==> config.mk <==
export PLATFORM = sky130hd
export DESIGN_NAME = weo_cordic
export DESIGN_NICKNAME = d
export VERILOG_FILES = /design/src/rtl/core/weo_pkg.sv /design/src/rtl/core/weo_cordic.sv
export SDC_FILE = /design/constraint.sdc
export NUM_CORES = 1
export LEC_CHECK = 0
export BUFFER_PORTS_ARGS = -buffer_cell sky130_fd_sc_hd__buf_2
export CORE_MARGIN = 2
export CORE_UTILIZATION = 40
export CTS_CLUSTER_SIZE = 24
export DETAILED_ROUTE_END_ITERATION = 8
export MAX_ROUTING_LAYER = met4
export PLACE_DENSITY_LB_ADDON = 0.25
export SYNTH_ARGS = -nofsm -noshare
export SYNTH_HDL_FRONTEND = slang
export SYNTH_SLANG_ARGS = --single-unit
==> constraint.sdc <==
create_clock -name clock -period 7.4 [get_ports clock]
set_clock_uncertainty 0.05 [all_clocks]
set_input_delay 0 -clock clock [delete_from_list [all_inputs] [get_ports clock]]
set_output_delay 0 -clock clock [all_outputs]
set_load 0.05 [all_outputs]
==> src/rtl/core/weo_pkg.sv <==
`timescale 1ns / 1ps
package weo_pkg;

   localparam int COUNT_LIMIT   = 30000;
   localparam int CORDIC_STEPS  = 24;
   localparam int POS_FRAC_BITS = 32;

   localparam int MUL_A_W   = 54;
   localparam int MUL_B_W   = 34;
   localparam int MUL_CH    = MUL_B_W / 2;
   localparam int MUL_RES_W = 64;
   localparam int MUL_SH_W  = 6;

   localparam int ANG_W = 34;
   localparam int CORDIC_GAIN = 652032874;
   localparam int RAD_TO_BAM  = 683565276;

   localparam logic [23:0] DPC_RESET = 24'd514000;
   localparam logic [23:0] ITW_RESET = 24'd504123;
   localparam logic [23:0] IP_RESET  = 24'd327680;

   localparam logic [2:0] CSR_LEFT_INVERT  = 3'd0;
   localparam logic [2:0] CSR_RIGHT_INVERT = 3'd1;
   localparam logic [2:0] CSR_DIST_PER_CNT = 3'd2;
   localparam logic [2:0] CSR_INV_TRACK    = 3'd3;
   localparam logic [2:0] CSR_INV_PERIOD   = 3'd4;

   localparam logic [29:0] ATAN_BAM [32] = '{
      30'd536870912, 30'd316933406, 30'd167458907, 30'd85004756, 30'd42667331,
      30'd21354465, 30'd10679838, 30'd5340245, 30'd2670163, 30'd1335087,
      30'd667544, 30'd333772, 30'd166886, 30'd83443, 30'd41722, 30'd20861,
      30'd10430, 30'd5215, 30'd2608, 30'd1304, 30'd652, 30'd326, 30'd163,
      30'd81, 30'd41, 30'd20, 30'd10, 30'd5, 30'd3, 30'd1, 30'd1, 30'd0
   };

   typedef struct packed {
      logic                        start;
      logic signed [MUL_A_W-1:0]   a;
      logic signed [MUL_B_W-1:0]   b;
      logic [MUL_SH_W-1:0]         sh;
   } mul_req_type;

   typedef struct packed {
      logic                        done;
      logic signed [MUL_RES_W-1:0] res;
   } mul_rsp_type;

endpackage

==> src/rtl/core/weo_cordic.sv <==
`timescale 1ns / 1ps
module weo_cordic (
   input  logic                              clock,
   input  logic                              reset,
   input  logic                              start,
   input  logic [31:0]                       angle,
   output logic                              done,
   output logic signed [weo_pkg::ANG_W-1:0]  cos_val,
   output logic signed [weo_pkg::ANG_W-1:0]  sin_val
);
   localparam int W = weo_pkg::ANG_W;
   localparam int IW = 5;

   logic busy_ff, busy_in, done_ff, done_in;
   logic [IW-1:0] i_ff, i_in;
   logic [1:0] q_ff, q_in;
   logic signed [W-1:0] x_ff, x_in, y_ff, y_in, z_ff, z_in;
   logic [1:0] q_new;
   logic [31:0] r_new;
   logic signed [W-1:0] xs, ys, at;

   always_comb begin
      q_new = 2'((angle + 32'h2000_0000) >> 30);
      r_new = angle - {q_new, 30'd0};
      xs = x_ff >>> i_ff;
      ys = y_ff >>> i_ff;
      at = W'(weo_pkg::ATAN_BAM[i_ff]);
      busy_in = busy_ff;
      done_in = 1'b0;
      i_in = i_ff;
      q_in = q_ff;
      x_in = x_ff;
      y_in = y_ff;
      z_in = z_ff;
      if (start) begin
         busy_in = 1'b1;
         i_in = '0;
         q_in = q_new;
         x_in = W'(weo_pkg::CORDIC_GAIN);
         y_in = '0;
         z_in = W'($signed(r_new));
      end else if (busy_ff) begin
         if (z_ff >= 0) begin
            x_in = x_ff - ys;
            y_in = y_ff + xs;
            z_in = z_ff - at;
         end else begin
            x_in = x_ff + ys;
            y_in = y_ff - xs;
            z_in = z_ff + at;
         end
         i_in = i_ff + 1'b1;
         if (i_ff == IW'(weo_pkg::CORDIC_STEPS - 1)) begin
            busy_in = 1'b0;
            done_in = 1'b1;
         end
      end
   end

   always_ff @(posedge clock) begin
      if (reset) begin
         busy_ff <= 1'b0;
         done_ff <= 1'b0;
      end else begin
         busy_ff <= busy_in;
         done_ff <= done_in;
      end
      i_ff <= i_in;
      q_ff <= q_in;
      x_ff <= x_in;
      y_ff <= y_in;
      z_ff <= z_in;
   end

   // fold the reduced angle back into its quadrant
   always_comb begin
      unique case (q_ff)
         2'd0: begin cos_val = x_ff;  sin_val = y_ff;  end
         2'd1: begin cos_val = -y_ff; sin_val = x_ff;  end
         2'd2: begin cos_val = -x_ff; sin_val = -y_ff; end
         default: begin cos_val = y_ff; sin_val = -x_ff; end
      endcase
   end

   assign done = done_ff;
endmodule

Word-level counts from Yosys, hierarchy flattened. Memories as Yosys holds them, arrays and structs flattened. Index checks and enable logic that the tools add are counted. W data, S select, Z words.

Bits in registers: 111. ROM bits: 960. Bits of input ports: 35. Output and inout bits: 69. Memories kept: 1.

Add/sub/neg operators: 11. Order comparisons: 2. Equality and inequality tests: 3. Shifts and indexed selects: 2. Mux-type cells: 13. Bitwise logic cells: 2. Reduce and logical (&&, ||, !) cells: 3.

Memories: (no name shown) (words 32, bits a word 30, read ports 1, clocked after Yosys merged registers in 0, write ports 0, RTL line weo_cordic.sv:27) `at = W'(weo_pkg::ATAN_BAM[i_ff]);`.

Operators with widths (number): $pmux W34 S3 (2); $mux W34 (5); $add A34 B34 Y34 (2); $neg A34 Y34 (2); $sshr A34 B5 Y34 (2); $sub A34 B34 Y34 (2); $mux W30 (2); $add A34 B31 Y34 (1); $ge A34 B1 Y1 const B (1); $sub A34 B31 Y34 (1); $add A32 B30 Y32 const B (1); $sub A32 B32 Y32 (1); $ge A6 B6 Y1 const B (1); $not A5 Y6 (1); $add A5 B1 Y5 const B (1); $eq A5 B5 Y1 const B (1); $mux W1 (4); $reduce_or A3 Y1 (1); $eq A2 B1 Y1 const B (1); $eq A2 B2 Y1 const B (1); $logic_not A2 Y1 (1); $reduce_bool A2 Y1 (1); $not A1 Y1 (1).

Depth between registers and ports, before layout.
Word-level depth: 8. Gate-level depth with buffers: 30.

Worst setup path before layout. No wires, ideal clock.

Path type: reg2reg. From: register i_ff[0]. To: register z_ff[33], data pin. Library setup time: 0.254 ns. Arrival: 6.013 ns. Setup slack: 1.082 ns. Stages on the path, launching flop included: 27. Path buffers: 5. Path through: dfxtp_1 buf_6 buf_12 buf_8 inv_2 buf_2 clkbuf_1 ha_1 mux4_2 nor3b_1 o211ai_1 or2_2 nor3b_1 nand2b_1 xnor2_1 ha_1 nand2_1 nor2_1 and3_1 a32oi_1 a31oi_1 or4_1 a31o_2 a221oi_1 nand2b_1 a21oi_1 o21a_1.

Longest elaborated chain between the ends: 8.

RTL lines: start: declaration (RTL line weo_cordic.sv:15) `logic [IW-1:0] i_ff, i_in;`; start signal: assignment (RTL line weo_cordic.sv:68) `i_ff <= i_in;`; $not A5 Y6 (implied by the code) * (RTL line weo_cordic.sv:27); $mem_v2 Z32 W30 *; $mux W30 (implied by the code) * (2 in series) (RTL line weo_cordic.sv:27); $add A34 B31 Y34 or $sub A34 B31 Y34 (tied branches) (RTL line weo_cordic.sv:50, weo_cordic.sv:46); $mux W34 * (RTL line weo_cordic.sv:43) `if (z_ff >= 0) begin`; $mux W34 * (RTL line weo_cordic.sv:42) `end else if (busy_ff) begin`; $mux W34 * (RTL line weo_cordic.sv:35) `if (start) begin`; named net z_in[33] (RTL line weo_cordic.sv:17) `logic signed [W-1:0] x_ff, x_in, y_ff, y_in, z_ff, z_in;`; end signal: assignment (RTL line weo_cordic.sv:72) `z_ff <= z_in;`; end: declaration (RTL line weo_cordic.sv:17).

The timed path passes the listed nets; every way through them passes the cells marked *. The select of a mux whose other input is x is not followed. A chain may end at the register's enable or synchronous reset.

Worst setup path in the final report.
From: register i_ff[2]. To: register y_ff[33].

Longest elaborated chain between the ends: 3.

RTL lines: $sshr A34 B5 Y34 * (RTL line weo_cordic.sv:25) `xs = x_ff >>> i_ff;`; $sub A34 B34 Y34 or $add A34 B34 Y34 (tied branches) (RTL line weo_cordic.sv:49, weo_cordic.sv:45); $mux W34 * (RTL line weo_cordic.sv:43); end signal: assignment (RTL line weo_cordic.sv:71) `y_ff <= y_in;`; end: declaration (RTL line weo_cordic.sv:17).

Every way passes the cells marked *; elsewhere a longest branch is shown, timed or not.

==> summary.md <==
| Metric | Value |
|---|---|
| TritonCTS Buffers | 9 |
| Req. time, crit path | 7700 ps |
| Pleak | 8.35 nW |
| Crit Reg-Reg Startpoint | i_ff[2] |
| Sequential share of the synthesized area | 0.133 |
| Vias in the first global route | 18600 |
| Root Buffer | clkbuf_16 |
| Number of nets in the final layout | 2613 |
| Rows | 80 |
| Minimum clock period after layout | 6830 ps |
| Grt ovf | 0 |
| Reg2reg end | y_ff[33] |
| Status | complete, no violations |
| Synth area leaders | mux4_2 (10%), dfxtp_1 (7.7%), ha_1 (7.4%) |
| CTS resizes | 0 |
| Final Max Tran Viols | 0 |
| Tcrit/Tclk final | 0.923 |
| # clock sinks | 111 |
| DR WL/cell | 23.2 µm |
| First-pass GRT wire length | 110 mm |
| Crit Path Max Fanout | 59 |
| Die area | 0.0505 mm² |
| Count of input and output buffers | 103 |
| Vias | 19500 |
| DIE WIDTH | 225 µm |
| HP Start | start |
| Detailed Route Iter0 Violations | 2180 |
| Syn nets | 2617 |
| Gate count after technology mapping | 2464 |
| CTS H-tree lvls | 3 |
| Clk slew on worst S/H paths | 90 ps |
| Synth top cells by count | nand2_1 (244), nor2_1 (215), o21ai_0 (174) |
| P&R area growth vs syn | 7.17% |
| Setup TNS | 0 ps |
| Initial antenna violation count | 3 |
| Synth top area share | 0.104 |
| DR pass1 iterations | 6 |
| Final setup viols | 0 |
| Post-synth cell types | 99 |
| Flop-to-flop setup slack | 570 ps |
| Drt drc | 0 |
| Flops & latches, synth | 111 |
| Most frequent cell after synthesis | nand2_1 |
| Sequential cell area | 0.00260 mm² |
| Hold Crit Depth | 2 |
| GPL Wtd Cong | 1.03 |
| Crit Path Category | flop to flop |
| Max-slew headroom | 0.197 |
| Number of synthesized flops with an enable pin | 36 |
| Crit. End Element | flop |
| Finished Core Util | 0.436 |
| Hold Vio Cnt, Final | 0 |
| Drt total wl | 71.4 mm |
| Largest net degree at the start of global routing | 92 |
| Mapped Area | 0.0195 mm² |
| WHS Endpoint | y_ff[29] |
| RSZ-0062 raised after global routing | false |
| Num ports | 104 |
| Die Y | 225 µm |
| Layout cells sized above 1 | 0.146 |
| Worst hold-check path type | primary input to flop |
| Top_reg_cell synth | dfxtp_1 |
| FILL cells | 4839 |
| Clk Latency, worst-skew pair | 420 ps |
| All-layer global routing usage | 0.288 |
| Post-synth ARST share | 0 |
| Syn Area/Cell | 7.90 µm² |
| Initial core utilization | 0.407 |
| Critical path launch point type | flop |
| Max VDD drop | 0.291 mV |
| DR vias/cell | 6.34 |
| WP data arrival | 7130 ps |
| Pwr/cell area | 511 mW/mm² |
| Max cap viols | 0 |
| Leading area contributor after synthesis | mux4_2 |
| Ant diodes | 0 |
| ANT nets after route | 0 |
| Core Area | 0.0478 mm² |
| Reg2reg path depth | 22 |
| Clock tree buffer depth | 2 |
| CTS tree | done |
| Hold_ws | 111 ps |
| HPWL Detailed | 53.7 mm |
| Ys Warns | 0 |
| Fmax | 146 MHz |
| Worst slew pin tran | 1200 ps |
| Multi-input logic area | 0.0157 mm² |
[worst max path at each step]
| stage | start | to | slack (ps) | depth (start not counted) |
|---|---|---|---|---|
| 2_1_floorplan | i_ff[0] | z_ff[33] | 1080 | 26 |
| 3_3_place_gp | i_ff[1] | y_ff[33] | 790 | 22 |
| 3_5_place_dp | i_ff[1] | y_ff[33] | 720 | 22 |
| 4_1_cts | i_ff[1] | y_ff[33] | 690 | 22 |
| 6_report | i_ff[2] | y_ff[33] | 570 | 22 |
| 5_1_grt | i_ff[3] | y_ff[33] | 100 | 21 |
[cells in the final DEF (no fill, tap or decap), drive strengths merged, types with 19 or more instances in the layout]
cell type and n:
xnor2 161, edfxtp 36, o31ai 25, nor2b 42, or3 19, or4 21, buf 158, mux2i 97
a21o 52, nand3 47, a31oi 20, a211oi 21, o21ai 182, nor3 38, nor2 215, dlygate4sd3 33
mux4 96, xor2 94, inv 60, o21a 23, nand2b 53, a21oi 176, and2 22, nand2 244
or2 26, ha 115, dfxtp 75, mux2 41
[critical path, cell delays in order, from the launching register on]
cell	delay [ps]
dfxtp_4	880
buf_4	420
nor2_1	250
a222oi_1	480
o22ai_1	160
or2_1	340
nor4b_4	360
nand4_2	260
or2_2	420
nor2_1	170
a21oi_1	110
xnor2_1	140
ha_1	400
nand3_1	180
nor4_1	570
o211ai_1	210
nand3_1	210
o311a_1	230
nand4_1	130
a31oi_1	260
xor2_1	230
nand3_1	130
a21oi_2	160
[metal layers]
metal	wire, µm	vias to the layer above	track usage
met5	0	-	-
met4	2830	0	0.114
met3	6080	197	0.0385
met2	31700	928	0.441
met1	30800	9383	0.384
li1	-	9028	-
[report_power, final]
| group | internal [mW] | switching, mW |
|---|---|---|
| Clock | 0.277 | 0.289 |
| Combinational | 3.52 | 5.03 |
| Sequential | 0.904 | 0.626 |
[sequential cells by signal, indices dropped and copies added, names as in the netlist]
signal,count
q_ff,2
busy_ff,1
done,1
y_ff,34
i_ff,5
z_ff,34
x_ff,34
[kinds of logic (layout without fill, tap and decap cells)]
group | count (synthesis) | count (layout) | share of synthesized area
AOI/OAI and AO/OA | 684 | 684 | 0.229
xor gates and xnor gates | 255 | 255 | 0.115
adders and majority gates | 118 | 118 | 0.0770
buffers and inverters | 265 | 266 | 0.0623
DFF | 111 | 111 | 0.133
muxes | 234 | 234 | 0.186
and+or+nand+nor | 797 | 797 | 0.198
[final cells by class]
class | count | share of cell area
Clock buffer | 11 | 0.0116
Timing Repair Buffer | 191 | 0.0616
Sequential cell | 111 | 0.125
Clock inverter | 5 | 0.00306
Inverter | 59 | 0.0106
Multi-Input combinational cell | 2088 | 0.752
Tap cell | 615 | 0.0369
[through the flow]
step	std cells	total power [mW]	instance area (µm²)	setup WS (ps)
floorplan	2464	8.01	19500	1080
global placement	3031	9.79	20200	792
detailed placement	3031	9.90	20200	719
CTS	3080	10.5	20900	691
global route	3080	11.5	20900	96.9
finish	3080	10.7	20900	571
[timing repair]
item	CTS	global route
setup buffers	0	0
endpoints found under the hold margin	34	0
hold buffers	33	0
endpoints found under the setup margin	0	0
Power figures use the tool's default switching activity.
